==> src/scvp_pkg.sv <==
package scvp_pkg;

    // Fixed field widths
    localparam int unsigned PULSE_W = 11;
    localparam int unsigned MAG_W   = 11;
    localparam int unsigned TIME_W  = 16;
    localparam int unsigned CFG_W   = 16;

    localparam logic [MAG_W-1:0]   MAG_MAX       = 11'd1000;
    localparam logic [PULSE_W-1:0] PULSE_BASE    = 11'd1000;
    localparam logic [PULSE_W-1:0] RESET_PULSE   = 11'd1500;
    localparam logic [TIME_W-1:0]  RESET_TIMEOUT = 16'd500;
    localparam logic [TIME_W-1:0]  TIME_MAX      = 16'hFFFF;

    // Register indexes
    localparam logic CFG_TIMEOUT = 1'b0;
    localparam logic CFG_NEUTRAL = 1'b1;

    // Item kinds
    localparam logic CMD_BYTE = 1'b0;
    localparam logic CMD_TICK = 1'b1;

    // Characters
    localparam logic [7:0] CH_NL    = 8'h0A;
    localparam logic [7:0] CH_SPACE = 8'h20;
    localparam logic [7:0] CH_TAB   = 8'h09;
    localparam logic [7:0] CH_VT    = 8'h0B;
    localparam logic [7:0] CH_FF    = 8'h0C;
    localparam logic [7:0] CH_CR    = 8'h0D;
    localparam logic [7:0] CH_MINUS = 8'h2D;
    localparam logic [7:0] CH_PLUS  = 8'h2B;
    localparam logic [7:0] CH_ZERO  = 8'h30;
    localparam logic [7:0] CH_NINE  = 8'h39;
    localparam logic [7:0] CH_S     = 8'h53;
    localparam logic [7:0] CH_T     = 8'h54;
    localparam logic [7:0] CH_O     = 8'h4F;
    localparam logic [7:0] CH_P     = 8'h50;

    // STOP word tracker
    localparam logic [2:0] STOP_NONE = 3'd0;
    localparam logic [2:0] STOP_S    = 3'd1;
    localparam logic [2:0] STOP_FULL = 3'd4;
    localparam logic [2:0] STOP_DEAD = 3'd7;

    // Number sub-phases
    localparam logic [1:0] NUM_WS   = 2'd0;
    localparam logic [1:0] NUM_SIGN = 2'd1;
    localparam logic [1:0] NUM_DIG  = 2'd2;
    localparam logic [1:0] NUM_DONE = 2'd3;

    typedef enum logic [9:0] {
        PH_LEAD     = 10'b00_0000_0001,
        PH_JUNK     = 10'b00_0000_0010,
        PH_SPD_WS   = 10'b00_0000_0100,
        PH_SPD_SIGN = 10'b00_0000_1000,
        PH_SPD_DIG  = 10'b00_0001_0000,
        PH_SPD_DONE = 10'b00_0010_0000,
        PH_STR_WS   = 10'b00_0100_0000,
        PH_STR_SIGN = 10'b00_1000_0000,
        PH_STR_DIG  = 10'b01_0000_0000,
        PH_STR_DONE = 10'b10_0000_0000
    } phase_t;

    typedef struct packed {
        logic       cmd;
        logic [7:0] rx_byte;
    } in_item_t;

    typedef struct packed {
        logic [PULSE_W-1:0] steer_us;
        logic [PULSE_W-1:0] throttle_us;
        logic               drive_applied;
        logic               stop_applied;
        logic               failsafe_active;
    } out_item_t;

    typedef struct packed {
        logic [1:0]       sub;
        logic [MAG_W-1:0] mag;
        logic             neg;
    } num_t;

    function automatic logic is_blank(input logic [7:0] c);
        return (c == CH_SPACE) || (c == CH_TAB) || (c == CH_VT) ||
               (c == CH_FF) || (c == CH_CR);
    endfunction

    function automatic logic is_digit(input logic [7:0] c);
        return (c >= CH_ZERO) && (c <= CH_NINE);
    endfunction

    function automatic logic [7:0] stop_char(input logic [1:0] idx);
        logic [7:0] ch;
        unique case (idx)
            2'd0:    ch = CH_S;
            2'd1:    ch = CH_T;
            2'd2:    ch = CH_O;
            default: ch = CH_P;
        endcase
        return ch;
    endfunction

    // m*10 + digit, saturated
    function automatic logic [MAG_W-1:0] add_digit(input logic [MAG_W-1:0] m,
                                                    input logic [7:0] c);
        logic [14:0] v;
        v = {1'b0, m, 3'b000} + {3'b000, m, 1'b0} + {11'd0, 4'(c - CH_ZERO)};
        return (v > 15'(MAG_MAX)) ? MAG_MAX : v[MAG_W-1:0];
    endfunction

    function automatic logic [PULSE_W-1:0] to_pulse(input logic [MAG_W-1:0] mag,
                                                    input logic neg);
        logic [MAG_W-1:0] m;
        logic [MAG_W-1:0] s;
        m = (mag > MAG_MAX) ? MAG_MAX : mag;
        s = neg ? (MAG_MAX - m) : (MAG_MAX + m);
        return PULSE_BASE + {1'b0, s[MAG_W-1:1]};
    endfunction

    // One atol step on a non-newline byte
    function automatic num_t number_step(input num_t cur, input logic [7:0] c);
        num_t r;
        r = cur;
        unique case (cur.sub)
            NUM_WS: begin
                if (!is_blank(c)) begin
                    if ((c == CH_MINUS) || (c == CH_PLUS)) begin
                        r.neg = (c == CH_MINUS);
                        r.sub = NUM_SIGN;
                    end else if (is_digit(c)) begin
                        r.mag = add_digit(cur.mag, c);
                        r.sub = NUM_DIG;
                    end else begin
                        r.sub = NUM_DONE;
                    end
                end
            end
            NUM_SIGN, NUM_DIG: begin
                if (is_digit(c)) begin
                    r.mag = add_digit(cur.mag, c);
                    r.sub = NUM_DIG;
                end else begin
                    r.sub = NUM_DONE;
                end
            end
            default: ;
        endcase
        return r;
    endfunction

endpackage

==> src/serial_command_to_servo_pulse.sv <==
// Serial command to servo pulse converter.
//
// Input channel (in_valid / in_stall / in_data): each request is either one
// received serial byte (cmd = 0) or a one millisecond tick (cmd = 1). Lines
// "STOP" and "S<speed> <steer>" ending in newline set the servo pulses; a
// silence longer than the failsafe timeout forces both pulses to neutral_us.
// Output channel (out_valid / out_stall / out_data): exactly one result per
// request, carrying the pulse widths after that request plus event flags.
// The result is registered and appears in the cycle after the request is taken.
// Throughput: one request per cycle while no result is stalled; the whole parse step for a byte is one
// pass through the state update logic into the state and output registers.
// Stalling: while a result waits under out_stall, in_stall is raised; when
// the result is taken in the same cycle a new request is taken too.
// Configuration (cfg_we / cfg_index / cfg_wdata): index 0 is the failsafe
// timeout in ms, index 1 is neutral_us; write only while idle.
// Reset: line parser cleared, timer zero, both pulses 1500 us, timeout 500 ms,
// neutral 1500 us, no result pending.
module serial_command_to_servo_pulse (
    input  logic                clk,
    input  logic                rst_n,
    input  logic                cfg_we,
    input  logic                cfg_index,
    input  logic [15:0]         cfg_wdata,
    input  logic                in_valid,
    output logic                in_stall,
    input  scvp_pkg::in_item_t  in_data,
    output logic                out_valid,
    input  logic                out_stall,
    output scvp_pkg::out_item_t out_data
);
    import scvp_pkg::*;

    // Configuration
    logic [TIME_W-1:0]  timeout_reg;
    logic [PULSE_W-1:0] neutral_reg;

    // Line parser state
    phase_t             phase_reg, phase_next;
    logic [2:0]         stop_reg, stop_next;
    logic [MAG_W-1:0]   spd_mag_reg, spd_mag_next;
    logic               spd_neg_reg, spd_neg_next;
    logic [MAG_W-1:0]   str_mag_reg, str_mag_next;
    logic               str_neg_reg, str_neg_next;
    logic [1:0]         flags_reg, flags_next;   // bit0 speed seen, bit1 steer seen

    // Timer and pulses
    logic [TIME_W-1:0]  elapsed_reg, elapsed_next;
    logic [PULSE_W-1:0] steer_reg, steer_next;
    logic [PULSE_W-1:0] throttle_reg, throttle_next;

    // Output register
    logic               out_valid_reg;
    out_item_t          out_data_reg, out_data_next;

    logic               accept;
    logic [7:0]         c;
    logic               blank;
    logic               in_spd, in_str;
    num_t               spd_cur, spd_new, str_cur, str_new;
    logic               drive, stop_hit, failsafe;

    // A waiting result blocks new requests only while it is stalled
    assign in_stall  = out_valid_reg & out_stall;
    assign accept    = in_valid & ~in_stall;
    assign out_valid = out_valid_reg;
    assign out_data  = out_data_reg;

    assign c     = in_data.rx_byte;
    assign blank = is_blank(c);

    assign in_spd = (phase_reg == PH_SPD_WS) || (phase_reg == PH_SPD_SIGN) ||
                    (phase_reg == PH_SPD_DIG) || (phase_reg == PH_SPD_DONE);
    assign in_str = (phase_reg == PH_STR_WS) || (phase_reg == PH_STR_SIGN) ||
                    (phase_reg == PH_STR_DIG) || (phase_reg == PH_STR_DONE);

    // Sub-phase of the number being read
    always_comb
    begin
        spd_cur.mag = spd_mag_reg;
        spd_cur.neg = spd_neg_reg;
        str_cur.mag = str_mag_reg;
        str_cur.neg = str_neg_reg;
        case (phase_reg)
            PH_SPD_SIGN: spd_cur.sub = NUM_SIGN;
            PH_SPD_DIG:  spd_cur.sub = NUM_DIG;
            PH_SPD_DONE: spd_cur.sub = NUM_DONE;
            default:     spd_cur.sub = NUM_WS;
        endcase
        case (phase_reg)
            PH_STR_SIGN: str_cur.sub = NUM_SIGN;
            PH_STR_DIG:  str_cur.sub = NUM_DIG;
            PH_STR_DONE: str_cur.sub = NUM_DONE;
            default:     str_cur.sub = NUM_WS;
        endcase
    end

    assign spd_new = number_step(spd_cur, c);
    assign str_new = number_step(str_cur, c);

    // Per-request state update
    always_comb
    begin
        phase_next    = phase_reg;
        stop_next     = stop_reg;
        spd_mag_next  = spd_mag_reg;
        spd_neg_next  = spd_neg_reg;
        str_mag_next  = str_mag_reg;
        str_neg_next  = str_neg_reg;
        flags_next    = flags_reg;
        elapsed_next  = elapsed_reg;
        steer_next    = steer_reg;
        throttle_next = throttle_reg;
        drive         = 1'b0;
        stop_hit      = 1'b0;

        if (in_data.cmd == CMD_TICK) begin
            if (elapsed_reg != TIME_MAX) begin
                elapsed_next = elapsed_reg + 16'd1;
            end
        end else if (c == CH_NL) begin
            // End of line: act on it, then start afresh
            if (stop_reg == STOP_FULL) begin
                steer_next    = neutral_reg;
                throttle_next = neutral_reg;
                stop_hit      = 1'b1;
            end else if (in_str && flags_reg[1]) begin
                throttle_next = to_pulse(spd_mag_reg, spd_neg_reg);
                steer_next    = to_pulse(str_mag_reg, str_neg_reg);
                elapsed_next  = '0;
                drive         = 1'b1;
            end
            phase_next   = PH_LEAD;
            stop_next    = STOP_NONE;
            spd_mag_next = '0;
            spd_neg_next = 1'b0;
            str_mag_next = '0;
            str_neg_next = 1'b0;
            flags_next   = '0;
        end else if (phase_reg == PH_LEAD) begin
            if (!blank) begin
                if (c == CH_S) begin
                    stop_next  = STOP_S;
                    phase_next = PH_SPD_WS;
                end else begin
                    stop_next  = STOP_DEAD;
                    phase_next = PH_JUNK;
                end
            end
        end else begin
            // STOP word tracking runs alongside the S parse
            if (stop_reg < STOP_FULL) begin
                stop_next = (c == stop_char(stop_reg[1:0])) ? stop_reg + 3'd1
                                                            : STOP_DEAD;
            end else if ((stop_reg == STOP_FULL) && !blank) begin
                stop_next = STOP_DEAD;
            end

            if (in_spd) begin
                if (c == CH_SPACE) begin
                    phase_next = flags_reg[0] ? PH_STR_WS : PH_JUNK;
                end else begin
                    flags_next[0] = 1'b1;
                    spd_mag_next  = spd_new.mag;
                    spd_neg_next  = spd_new.neg;
                    unique case (spd_new.sub)
                        NUM_WS:   phase_next = PH_SPD_WS;
                        NUM_SIGN: phase_next = PH_SPD_SIGN;
                        NUM_DIG:  phase_next = PH_SPD_DIG;
                        default:  phase_next = PH_SPD_DONE;
                    endcase
                end
            end else if (in_str) begin
                if (!blank) begin
                    flags_next[1] = 1'b1;
                end
                str_mag_next = str_new.mag;
                str_neg_next = str_new.neg;
                unique case (str_new.sub)
                    NUM_WS:   phase_next = PH_STR_WS;
                    NUM_SIGN: phase_next = PH_STR_SIGN;
                    NUM_DIG:  phase_next = PH_STR_DIG;
                    default:  phase_next = PH_STR_DONE;
                endcase
            end
        end

        // Failsafe check after every request
        failsafe = elapsed_next > timeout_reg;
        if (failsafe) begin
            steer_next    = neutral_reg;
            throttle_next = neutral_reg;
        end

        out_data_next.steer_us        = steer_next;
        out_data_next.throttle_us     = throttle_next;
        out_data_next.drive_applied   = drive;
        out_data_next.stop_applied    = stop_hit;
        out_data_next.failsafe_active = failsafe;
    end

    always_ff @(posedge clk or negedge rst_n)
    begin
        if (!rst_n) begin
            timeout_reg <= RESET_TIMEOUT;
            neutral_reg <= RESET_PULSE;
        end else if (cfg_we) begin
            unique case (cfg_index)
                CFG_TIMEOUT: timeout_reg <= cfg_wdata;
                default:     neutral_reg <= cfg_wdata[PULSE_W-1:0];
            endcase
        end
    end

    always_ff @(posedge clk or negedge rst_n)
    begin
        if (!rst_n) begin
            phase_reg     <= PH_LEAD;
            stop_reg      <= STOP_NONE;
            spd_mag_reg   <= '0;
            spd_neg_reg   <= 1'b0;
            str_mag_reg   <= '0;
            str_neg_reg   <= 1'b0;
            flags_reg     <= '0;
            elapsed_reg   <= '0;
            steer_reg     <= RESET_PULSE;
            throttle_reg  <= RESET_PULSE;
            out_valid_reg <= 1'b0;
        end else begin
            if (accept) begin
                phase_reg     <= phase_next;
                stop_reg      <= stop_next;
                spd_mag_reg   <= spd_mag_next;
                spd_neg_reg   <= spd_neg_next;
                str_mag_reg   <= str_mag_next;
                str_neg_reg   <= str_neg_next;
                flags_reg     <= flags_next;
                elapsed_reg   <= elapsed_next;
                steer_reg     <= steer_next;
                throttle_reg  <= throttle_next;
                out_valid_reg <= 1'b1;
            end else if (!out_stall) begin
                out_valid_reg <= 1'b0;
            end
        end
    end

    // Result payload, no reset needed
    always_ff @(posedge clk)
    begin
        if (accept) begin
            out_data_reg <= out_data_next;
        end
    end

endmodule
==> config.mk <==
export PLATFORM = sky130hd
export DESIGN_NAME = serial_command_to_servo_pulse
export DESIGN_NICKNAME = d
export VERILOG_FILES = /design/src/scvp_pkg.sv /design/src/serial_command_to_servo_pulse.sv
export SDC_FILE = /design/constraint.sdc
export NUM_CORES = 1
export LEC_CHECK = 0
export BUFFER_PORTS_ARGS = -buffer_cell sky130_fd_sc_hd__buf_2
export CAP_MARGIN = 20
export CORE_MARGIN = 1
export CORE_UTILIZATION = 63
export DETAILED_ROUTE_END_ITERATION = 10
export PLACE_DENSITY_LB_ADDON = 0.3
export SYNTH_ARGS = -nofsm -noshare
export SYNTH_HDL_FRONTEND = slang
export SYNTH_SLANG_ARGS = --single-unit
==> constraint.sdc <==
create_clock -name clk -period 5.72 [get_ports clk]
set_input_delay 0 -clock clk [delete_from_list [all_inputs] [get_ports clk]]
set_output_delay 0 -clock clk [all_outputs]
set_load 0.01 [all_outputs]
Word-level counts from Yosys, hierarchy flattened --
Index checks and enable logic that the tools add are counted.
Word-level totals: word-level logic and storage cells 215, register bits 130, input port bits 31, output and inout port bits 27
Cells by class: $add $sub $neg 13, reductions and logical operators 43, muxes and demuxes 85, equal/unequal tests 41, order comparisons 8, bitwise logic cells 6
Operators by type and width (number):
- two-way mux 11 bit | 28
- two-way mux 16 bit | 5
- one-hot mux 13 bit (2 select lines) | 2
- two-way mux 10 bit | 5
- == test 8 x 4 -> 1 bit (second input constant) | 5
- two-way mux 8 bit | 4
- AND reduction 8 bit | 4
- adder 14 x 12 -> 15 bit | 2
- adder 15 x 4 -> 15 bit | 2
- > comparator 15 x 10 -> 1 bit (second input constant) | 2
- one-hot mux 10 bit (3 select lines) | 1
- two-way mux 14 bit | 2
- == test 8 x 6 -> 1 bit (second input constant) | 3
- two-way mux 3 bit | 8
- adder 10 x 10 -> 11 bit (first input constant) | 2
- adder 10 x 11 -> 11 bit (first input constant) | 2
- > comparator 11 x 10 -> 1 bit (second input constant) | 2
- subtractor 10 x 11 -> 11 bit (first input constant) | 2
- two-way mux 1 bit | 21
- one-hot mux 6 bit (3 select lines) | 1
- adder 16 x 1 -> 16 bit (second input constant) | 1
- > comparator 16 bit | 1
- inequality test 16 bit (second input constant) | 1
- inequality test 3 bit (second input constant) | 5
- other kinds (40) | 85

Depth between registers and ports, before layout --
Gate-level depths: netlist of the first run.
word-level depth 14, depth in mapped cells 23

Worst setup path before layout of the first run --
No wires, ideal clock.
path kind reg-to-reg, start register phase_reg[5], end register out_data_reg (netlist bit out_data[10]) (data pin), cell stages (with the launch flop) 21, path slack 1.753 ns, library setup time 0.264 ns, arrival time 3.702 ns, cells stage by stage dfrtp_1 buf_2 nor4_2 and2_2 nand2_1 nor2_4 nand2_1 buf_2 buf_1 nand3_1 o21ai_0 ha_1 a21o_1 a31oi_1 and3_1 o211ai_1 nand2_1 clkbuf_1 nand2_1 a222oi_1 inv_1
Between the ends: word-level cells in the longest chain between the ends 11
Ends and longest elaborated chain:
- start, declared | line serial_command_to_servo_pulse.sv:38 | phase_t phase_reg, phase_next;
- start signal, assigned | line serial_command_to_servo_pulse.sv:230 | phase_reg <= phase_next;
- == test 10 x 7 -> 1 bit / == test 10 x 8 -> 1 bit (equally long branches) | line serial_command_to_servo_pulse.sv:73 | assign in_str = (phase_reg == PH_STR_WS) || (phase_reg == PH_STR_SIGN) ||
- logical OR 1 bit (2 in series) | line serial_command_to_servo_pulse.sv:73
- logical OR 1 bit * | line serial_command_to_servo_pulse.sv:74 | (phase_reg == PH_STR_DIG) || (phase_reg == PH_STR_DONE);
- logical AND 1 bit * | line serial_command_to_servo_pulse.sv:126 | end else if (in_str && flags_reg[1]) begin
- two-way mux 16 bit * | line serial_command_to_servo_pulse.sv:126
- two-way mux 16 bit * | line serial_command_to_servo_pulse.sv:122 | if (stop_reg == STOP_FULL) begin
- two-way mux 16 bit * | line serial_command_to_servo_pulse.sv:120 | end else if (c == CH_NL) begin
- two-way mux 16 bit * | line serial_command_to_servo_pulse.sv:116 | if (in_data.cmd == CMD_TICK) begin
- via elapsed_next[4] | line serial_command_to_servo_pulse.sv:47 | logic [TIME_W-1:0] elapsed_reg, elapsed_next;
- > comparator 16 bit * | line serial_command_to_servo_pulse.sv:188 | failsafe = elapsed_next > timeout_reg;
- two-way mux 11 bit * | line serial_command_to_servo_pulse.sv:189 | if (failsafe) begin
- via throttle_next[7] | line serial_command_to_servo_pulse.sv:49 | logic [PULSE_W-1:0] throttle_reg, throttle_next;
- end signal, assigned | line serial_command_to_servo_pulse.sv:251 | out_data_reg <= out_data_next;
- end, declared | line serial_command_to_servo_pulse.sv:53 | out_item_t out_data_reg, out_data_next;
Mark *: on every way through the listed nets, which the timed path passes. The rest lies on a longest branch. A chain may end at the register's enable or synchronous reset.

Final worst setup path of the first run --
start register phase_reg[3], end register out_data_reg (netlist bit out_data[10]) (data pin)
Same word-level chain as after synthesis.

==> out/results.ini, run 1 <==
[status]
status = finished, final reports clean

[floorplan]
start_util = 0.646
core_mm2 = 0.0152
die_h_um = 127
dieWidth_um = 127
io_pins = 58
die_area_mm2 = 0.0161
num_rows = 45

[routing]
wl_per_cell_um = 18.7
vias = 9112
viasPerCell = 6.60
post-route-drc-count = 0
drt_iter0_markers = 1074
ant_nets = 0
firstDrtPassIters = 7
routed_wl_um = 25800

[clocking]
cts_tree = built
clkLatencyLatePin_ns = 0.43
htree_num_levels = 4
clock-root-buffer = clkbuf_16
clockBufferDepth = 2
cts_buffers = 17
cts.sinks = 130
cts_setup_buffers = 0
holdBufCountCts = 20
path_clk_slew_ns = 0.06
cts-resized-gates = 0

[timing]
fin_crit_ns = 5.15
slew_headroom = 0.308
finalHoldViolCount = 0
tns_ns = 0
whs_ns = 0.0391
setup_violations = 0
finClkSkew_ns = 0.00819
drv_slew = 0
rsz0062_at_grt = no
timing.fmax_ghz = 0.194
min_period_over_period = 0.901
fin_ws_ns = 0.569
worst_slew_pin_slew_ns = 1.03

[yosys]
synth_seq_cells = 130
synthCells = 1132
syn-num-nets = 1244
yosys_warnings = 0
synth_top_area_share = 0.196
ys_async_sr_fraction = 0.808
syn_area_per_cell_um2 = 8.68
syn-cell-area_mm2 = 0.00982
synthDistinctLibCells = 93
seq_area_frac_synth = 0.348
ys_top_cells_by_count = nand2_1 (130), o21ai_0 (89), nor2_1 (86)
synthFlopType = dfrtp_1
synth_edf_count = 25
yosysMostFrequentCell = nand2_1
synth.area.top_cells = dfrtp_1 (20%), ha_1 (9.8%), edfxtp_1 (7.6%), dfstp_2 (7.5%), nand2_1 (5.0%)
yosysTopAreaCell = dfrtp_1

[critical_path]
arrival_ns = 5.32
critPathKind = flip-flop to flip-flop
rr_startpoint = phase_reg[3]
cp_cell_sequence = nor4_2 > and2_2 > nand2_1 > nor2_4 > nand2_1 > buf_4 > and2_1 > nand2_1 > o21ai_0 > ha_1 > nand2_1 > nor3_1 > o21ai_0 > o211ai_1 > nand2_1 > buf_4 > inv_1 > nor2_1 > a222oi_1 > inv_1
crit_slowest_cell = inv_1
worstSetupEndpointType = flip-flop
crit_fanout = 25
startpoint = phase_reg[3]
cp_slowest_stage_delay_ns = 0.52
required_ns = 5.89
path_common_cell = nand2_1
cp-start-kind = flip-flop

[final_layout]
largest_register_ffs = 25
drive_above_1_share = 0.147
syn_to_final_growth_pct = 10.9
nets = 1292
postLayoutCellArea_mm2 = 0.0109
num_antenna_cells = 0
nFillCells = 1120

[power]
ir_worst_vdd_mv = 0.395
power_density_mw_per_mm2 = 363
p_leak_nw = 4.82

[placement]
place.gp.congestion = 0.934
dp_hpwl_um = 18200
portBuffers = 57
dp_slack_ns = 0.793
placed_cell_area_mm2 = 0.0101

[global_routing]
grt-ovfl-total = 0
grt_pass1_vias = 8516
grt_first_pass_wirelength_um = 42500
grtUsageTotal = 0.332
grt_max_degree = 70
antenna_found_initial = 0

[min_path]
hold_class = input port to flip-flop
hold_start = cfg_index

[job]
cap_violations = 0

[cell type report]
type | instances | area (um2) | share of cell area
Clock buffer | 19 | 475 | 0.0436
Multi-Input combinational cell | 883 | 5880 | 0.540
Sequential cell | 130 | 3410 | 0.313
Tap cell | 188 | 235 | 0.0216
Clock inverter | 13 | 113 | 0.0103
Timing Repair Buffer | 83 | 533 | 0.0489
Inverter | 65 | 244 | 0.0224
[through the flow]
stage | std cells | util | power, mW
finish | 1381 | 0.717 | 3.95
global route | 1381 | 0.717 | 4.19
detailed placement | 1329 | 0.665 | 2.82
floorplan | 1132 | - | 2.44
CTS | 1381 | 0.717 | 3.92
global placement | 1329 | 0.665 | 2.77
[cell families (layout without fill, tap and decap cells)]
family | Yosys count | count (layout) | share of synthesized area
buffers and inverters | 119 | 180 | 0.0538
xor gates and xnor gates | 31 | 31 | 0.0276
DFF | 130 | 130 | 0.348
muxes | 28 | 28 | 0.0315
adders and majority gates | 81 | 81 | 0.106
AOI/OAI and AO/OA | 338 | 338 | 0.229
and+or+nand+nor | 405 | 405 | 0.205
[power breakdown]
part | switching (mW) | internal [mW]
logic | 0.885 | 0.588
clock network | 0.458 | 0.622
registers | 0.199 | 1.20
[per-layer routing]
layer / wire, um / vias up / global-route usage
li1: - / 4274 / -
met2: 12100 / 441 / 0.536
met3: 1950 / 61 / 0.0548
met4: 637 / 0 / 0.120
met1: 11100 / 4336 / 0.452
met5: 0 / - / 0
[critical path, delay by kind of cell (launching register included)]
family | cells | cell delay [ns]
flip-flops | 1 | 0.44
AND/OR/NAND/NOR | 11 | 2.21
adder cells (fa/ha/maj) | 1 | 0.31
AO/OA/AOI/OAI | 4 | 0.82
buffers and inverters | 4 | 1.08
[layout by cell type (no fill, tap or decap), types with 10 or more instances in the layout]
cell and n:
nor4_1 10, nand3_1 34, o21ai_0 89, o22ai_1 12, inv_1 64, a211oi_1 12
buf_2 56, a21oi_1 59, nand2_1 130, or3_1 16, and2_1 10, dfrtp_1 77
xnor2_1 18, nor2_1 86, edfxtp_1 25, and3_1 11, nand2b_1 14, a22o_1 16
xor2_1 13, clkbuf_16 19, o31ai_1 23, a22oi_1 10, mux2_2 23, dlygate4sd3_1 20
nor3_1 22, o21bai_1 10, nand4_1 17, a31oi_1 22, ha_1 77, dfstp_2 28
[worst paths after layout]
kind | endpoint | slack [ns] | cells past startpoint
max in group asynchronous | str_neg_reg | 4.38 | 3
setup / recovery | out_data[10] | 0.57 | 20
min in group asynchronous | timeout_reg[1] | 0.08 | 2
hold / removal | timeout_reg[4] | 0.04 | 4
hold reg to reg | throttle_reg[7] | 0.50 | 2
setup reg to reg | out_data[10] | 0.57 | 20
No activity file was read; power rests on OpenSTA's default activity.
==> inputs of run 2 (changes only) <==
Settings changed: ABC_AREA set to 1.
==> out/results.ini, run 2 <==
[placement]
place.gp.congestion = 0.978  ; +4.7%
dp_hpwl_um = 17900  ; -1.5%
place_inst = 1599  ; +20%
placed_cell_area_mm2 = 0.0104  ; +2.8%
portBuffers = 57  ; unchanged

[routing]
viasPerCell = 5.87  ; -11%
post-route-drc-count = 0  ; unchanged
wl_per_cell_um = 15.9  ; -15%
vias = 9701  ; +6.5%
firstDrtPassIters = 5  ; -2
ant_nets = 0  ; unchanged
drt_iter0_markers = 1038  ; -3.4%
routed_wl_um = 26300  ; +2.1%

[power]
clkPwrFrac = 0.357  ; +0.084
internal_power_mw = 2.22  ; -8.1%
switching_share = 0.326  ; -0.0639
p_leak_nw = 5.48  ; +14%
power_mw = 3.29  ; -17%
combPwrFrac = 0.255  ; -0.118
ir_worst_vdd_mv = 0.267  ; -32%
power_density_mw_per_mm2 = 293  ; -19%
p_sw_mw = 1.07  ; -30%
pwr-share-seq = 0.388  ; +0.034

[clocking]
cts-resized-gates = 0  ; unchanged
cts.sinks = 130  ; unchanged
clockBufferDepth = 2  ; unchanged
clock-root-buffer = clkbuf_16
cts_buffers = 17  ; unchanged
cts_setup_buffers = 0  ; unchanged
path_clk_slew_ns = 0.06  ; about the same
htree_num_levels = 4  ; unchanged
cts_tree = built
clkLatencyLatePin_ns = 0.42  ; about the same
holdBufCountCts = 21  ; +5.0%

[yosys]
synth_top_area_share = 0.192  ; -0.00375
synthDistinctLibCells = 65  ; -30%
seq_area_frac_synth = 0.341  ; -0.00665
ys_async_sr_fraction = 0.808  ; unchanged
synth_seq_cells = 130  ; unchanged
yosys_warnings = 0  ; unchanged
syn-cell-area_mm2 = 0.0100  ; +1.9%
ys_top_cells_by_count = nand2_1 (328), inv_1 (178), nor2_1 (102)
syn_area_per_cell_um2 = 7.36  ; -15%
synth_edf_count = 25  ; unchanged
synth.area.top_cells = dfrtp_1 (19%), nand2_1 (12%), ha_1 (9.6%), edfxtp_1 (7.5%), dfstp_2 (7.3%)
yosysMostFrequentCell = nand2_1
syn-num-nets = 1472  ; +18%
synthFlopType = dfrtp_1
synthCells = 1360  ; +20%
yosysTopAreaCell = dfrtp_1

[critical_path]
worstSetupEndpointType = flip-flop
critPathKind = flip-flop to flip-flop
crit_fanout = 25  ; unchanged
arrival_ns = 5.40  ; +0.08 ns
rr_startpoint = elapsed_reg[0]
r2r_setup_slack_ns = 0.66  ; +0.09 ns
r2r-end = steer_reg[7]
required_ns = 6.06  ; +0.17 ns
cp-start-kind = flip-flop
ff2ff_path_depth = 26  ; +30%

[global_routing]
grt_max_degree = 83  ; +19%
antenna_found_initial = 0  ; unchanged
grt_first_pass_wirelength_um = 44200  ; +3.9%
grtUsageTotal = 0.338  ; +0.00614
grt-ovfl-total = 0  ; unchanged
grt_pass1_vias = 9291  ; +9.1%

[timing]
drv_slew = 0  ; unchanged
fin_crit_ns = 5.06  ; -0.0891 ns
rsz0062_at_grt = no
timing.fmax_ghz = 0.198  ; +1.8%
finalHoldViolCount = 0  ; unchanged
tns_ns = 0  ; unchanged
worst_slew_pin_slew_ns = 1.01  ; -0.0248 ns
min_period_over_period = 0.885  ; -0.0156
setup_violations = 0  ; unchanged
finClkSkew_ns = 0.00966  ; +0.00147 ns
slew_headroom = 0.326  ; +0.0181

[status]
status = finished, final reports clean

[final_layout]
largest_register_ffs = 25  ; unchanged
num_antenna_cells = 0  ; unchanged
stdcell_count = 1652  ; +20%
fin_util = 0.731  ; +0.0147
postLayoutCellArea_mm2 = 0.0112  ; +3.2%
drive_above_1_share = 0.143  ; -0.00373
syn_to_final_growth_pct = 12.3
final_common_cell = nand2_1
nets = 1540  ; +19%
layout_common_cells = nand2_1 (328), inv_1 (178), nor2_1 (102), a21oi_1 (97), o21ai_0 (83)

[floorplan]
die_h_um = 128  ; +0.95%
die_area_mm2 = 0.0164  ; +1.9%
core_mm2 = 0.0154  ; +1.1%
num_rows = 45  ; unchanged
io_pins = 58  ; unchanged
dieWidth_um = 128  ; +0.95%
start_util = 0.651  ; +0.00536

[min_path]
min_to = flags_reg[0]
hold_class = input port to flip-flop
hold_depth = 3  ; -1
hold_start = in_data[8]

[job]
cap_violations = 0  ; unchanged

## run 2: per-layer routing
layer / track usage / wire length, um
met3: 0.0563 / 1660
met4: 0.113 / 681
met2: 0.576 / 12800
met5: 0 / 0
met1: 0.438 / 11200
## run 2: through the flow
step	hold slack [ns]	worst slack, ns
3_5_place_dp	0.0735	1.01
6_report	0.0247	0.658
3_3_place_gp	0.0642	1.14
5_1_grt	0.0481	0.200
4_1_cts	0.0150	0.879
2_1_floorplan	-0.296	2.24
## run 2: logic make-up after synthesis
family          after synthesis  share of synthesized area
xor+xnor                     24                     0.0210
buf+inv                     238                     0.0990
compound gates              274                      0.161
fa+ha+maj                    81                      0.104
simple gates                613                      0.274
flops                       130                      0.341
## run 2: worst max path at each step
| stage | startpoint | endpoint | slack (ns) | cells past startpoint |
|---|---|---|---|---|
| global route | elapsed_reg[0] | steer_reg[7] | 0.20 | 26 |
| finish | elapsed_reg[0] | steer_reg[7] | 0.66 | 26 |
| detailed placement | in_data[6] | steer_reg[7] | 1.01 | 26 |
| global placement | in_data[7] | steer_reg[7] | 1.14 | 26 |
| CTS | phase_reg[4] | steer_reg[6] | 0.88 | 26 |
| floorplan | elapsed_reg[0] | throttle_reg[5] | 2.24 | 26 |
## run 2: final cells by class
class | count | area [um2]
Timing Repair Buffer | 83 | 536
Sequential cell | 130 | 3410
Clock inverter | 11 | 146
Multi-Input combinational cell | 992 | 5620
Fill cell | 1155 | 4130
Tap cell | 211 | 264
Clock buffer | 21 | 493
Inverter | 204 | 771
## run 2: power groups by stage
stage               Combinational [mW]  Clock, mW  Sequential (mW)
global route                     0.949       1.22             1.29
CTS                              0.822       1.18             1.27
floorplan                        0.582          0             1.27
finish                           0.839       1.17             1.28
detailed placement               0.800          0             1.28
global placement                 0.769          0             1.28
## run 2: worst max-delay path, stage by stage (launching register included)
cell	delay [ns]
dfrtp_1	0.42
ha_1	0.23
nand3_1	0.10
nor3_1	0.07
nand3_1	0.16
nor3_1	0.08
nand2_1	0.06
nor3_1	0.05
nor2_1	0.46
nand2_1	0.21
nor3_1	0.27
nand2_1	0.11
a21oi_1	0.20
ha_1	0.28
nand2_1	0.07
inv_1	0.06
nand3_1	0.07
a31oi_1	0.08
nor4_1	0.31
nand2_1	0.10
nand2_1	0.56
inv_1	0.44
a21oi_1	0.24
nand2_1	0.08
nand2_1	0.07
nand2_1	0.05
o21ai_1	0.13
==> inputs of run 3 (changes only) <==
Settings changed: CORE_UTILIZATION 63 to 60.
==> out/results.ini, run 3 (synthesis gave the netlist of run 2 again) <==
[status]
status = finished, final reports clean

[timing]
finClkSkew_ns = 0.0107  ; +0.00106 ns
timing.fmax_ghz = 0.202  ; +2.1%
worst_slew_pin_slew_ns = 0.928  ; -0.0809 ns
drv_slew = 0  ; unchanged
tns_ns = 0  ; unchanged
fin_ws_ns = 0.760  ; +0.103 ns
slew_headroom = 0.380  ; +0.0541
finalHoldViolCount = 0  ; unchanged
min_period_over_period = 0.867  ; -0.0179
fin_crit_ns = 4.96  ; -0.103 ns
rsz0062_at_grt = no
setup_violations = 0  ; unchanged

[global_routing]
grt-ovfl-total = 0  ; unchanged
grtUsageTotal = 0.302  ; -0.0360
grt_first_pass_wirelength_um = 42600  ; -3.6%
grt_max_degree = 83  ; unchanged
grt_pass1_vias = 9073  ; -2.3%
antenna_found_initial = 0  ; unchanged

[final_layout]
syn_to_final_growth_pct = 11.9
nets = 1540  ; unchanged
drive_above_1_share = 0.143  ; unchanged
final_common_cell = nand2_1
layout_common_cells = nand2_1 (328), inv_1 (178), nor2_1 (102), a21oi_1 (97), o21ai_0 (83)
register_area_mm2 = 0.00341  ; unchanged
multi_input_area_mm2 = 0.00562  ; unchanged
nFillCells = 1318  ; +14%
largest_register_ffs = 25  ; unchanged
num_antenna_cells = 0  ; unchanged

[placement]
dp_slack_ns = 0.805  ; -0.209 ns
portBuffers = 57  ; unchanged
dp_hpwl_um = 17700  ; -1.1%
place.gp.congestion = 0.925  ; -5.4%

[routing]
wl_per_cell_um = 15.0  ; -5.8%
viasPerCell = 5.67  ; -3.5%
firstDrtPassIters = 8  ; +3
vias = 9393  ; -3.2%
post-route-drc-count = 0  ; unchanged
ant_nets = 0  ; unchanged
routed_wl_um = 24800  ; -5.5%
drt_iter0_markers = 813  ; -22%

[floorplan]
die_area_mm2 = 0.0172  ; +4.9%
io_pins = 58  ; unchanged
num_rows = 46  ; +2.2%
dieWidth_um = 131  ; +2.4%
start_util = 0.624  ; -0.0279
core_mm2 = 0.0161  ; +4.5%
die_h_um = 131  ; +2.4%

[power]
switching_share = 0.339  ; +0.0126
power_density_mw_per_mm2 = 284  ; -3.0%
p_sw_mw = 1.08  ; +0.33%
p_leak_nw = 5.45  ; -0.58%
clkPwrFrac = 0.342  ; -0.015
ir_worst_vdd_mv = 0.298  ; +12%
internal_power_mw = 2.10  ; -5.2%
pwr-share-seq = 0.400  ; +0.012
combPwrFrac = 0.258  ; +0.003

[clocking]
clock-root-buffer = clkbuf_16
clkLatencyLatePin_ns = 0.44  ; +0.02 ns
cts_buffers = 17  ; unchanged
clockBufferDepth = 2  ; unchanged
cts_tree = built
cts.sinks = 130  ; unchanged
cts_setup_buffers = 0  ; unchanged
htree_num_levels = 4  ; unchanged
path_clk_slew_ns = 0.06  ; about the same

[critical_path]
r2r_setup_slack_ns = 0.83  ; +0.17 ns
ff2ff_path_depth = 24  ; -7.7%
required_ns = 6.08  ; +0.02 ns
critPathKind = input port to flip-flop
crit_fanout = 25  ; unchanged
rr_startpoint = phase_reg[1]
cp-start-kind = input port
arrival_ns = 5.32  ; -0.08 ns
worstSetupEndpointType = flip-flop
r2r-end = steer_reg[6]

[job]
cap_violations = 0  ; unchanged

[min_path]
hold_depth = 3  ; unchanged
hold_class = input port to flip-flop
min_to = flags_reg[0]
hold_start = in_data[8]

run 3: cell count changes in the layout (fill, tap and decap cells not counted):
cell and delta:
bufinv_16 -3, clkinvlp_4 +2, inv_6 +2, clkbuf_8 -1, clkinv_2 -2, clkbuf_16 +1
clkinv_4 +1
run 3: per-stage QoR:
stage	utilization	hold WS (ns)	area, um2	instances	total power [mW]
2_1_floorplan	-	-0.296	10000	1360	1.85
3_3_place_gp	0.648	-0.0199	10400	1604	2.04
3_5_place_dp	0.648	-0.0152	10400	1604	2.08
4_1_cts	0.698	0.0125	11200	1657	3.17
5_1_grt	0.698	0.0304	11200	1657	3.36
6_report	0.698	0.0193	11200	1657	3.18
run 3: power by group through the flow:
stage / logic [mW] / clock network, mW / registers [mW]
after floorplan: 0.582 / 0 / 1.27
after global placement: 0.766 / 0 / 1.28
after detailed placement: 0.798 / 0 / 1.28
after CTS: 0.814 / 1.09 / 1.27
after global routing: 0.938 / 1.13 / 1.29
final: 0.819 / 1.09 / 1.27
run 3: timing repair:
action	in CTS	in global routing
hold buffers	21	0
resized for setup	0	0
endpoints found under the hold margin	62	0
run 3: area by class of cell:
type / count / area share
inverters: 204 / 0.0688
clock buffers: 21 / 0.0450
flip-flops and latches: 130 / 0.305
multi-input cells: 992 / 0.502
clock inverters: 11 / 0.00782
well taps: 216 / 0.0241
repair buffers: 83 / 0.0478
run 3: worst max path at each step:
stage | from | end | slack [ns] | cells past startpoint
floorplan | elapsed_reg[0] | throttle_reg[5] | 2.24 | 26
CTS | in_data[5] | steer_reg[6] | 0.80 | 27
finish | in_data[5] | steer_reg[6] | 0.76 | 27
detailed placement | in_data[6] | throttle_reg[6] | 0.81 | 26
global placement | in_data[6] | steer_reg[7] | 1.07 | 26
global route | in_data[5] | throttle_reg[6] | 0.22 | 27
run 3: critical path, cell delays in order:
cell,delay [ns]
dlygate4sd3_1,0.53
buf_2,0.13
inv_1,0.08
nand3_1,0.11
nor4_2,0.18
buf_4,0.25
inv_2,0.10
nor2_4,0.30
inv_2,0.27
nor3_4,0.41
inv_2,0.18
nand3_1,0.09
o21ai_0,0.14
ha_1,0.32
nand2_1,0.06
inv_1,0.04
a221oi_1,0.31
o221ai_1,0.15
nand2_1,0.07
nand2_1,0.05
nand2_1,0.53
inv_1,0.43
a21oi_1,0.24
nand2_1,0.07
nand2_1,0.07
nand2_1,0.05
o21ai_1,0.11
run 3: per-layer routing:
| metal | global-route usage | routed length, um |
|---|---|---|
| met2 | 0.503 | 11800 |
| met5 | 0 | 0 |
| met4 | 0.105 | 596 |
| met3 | 0.0540 | 1520 |
| met1 | 0.395 | 10900 |
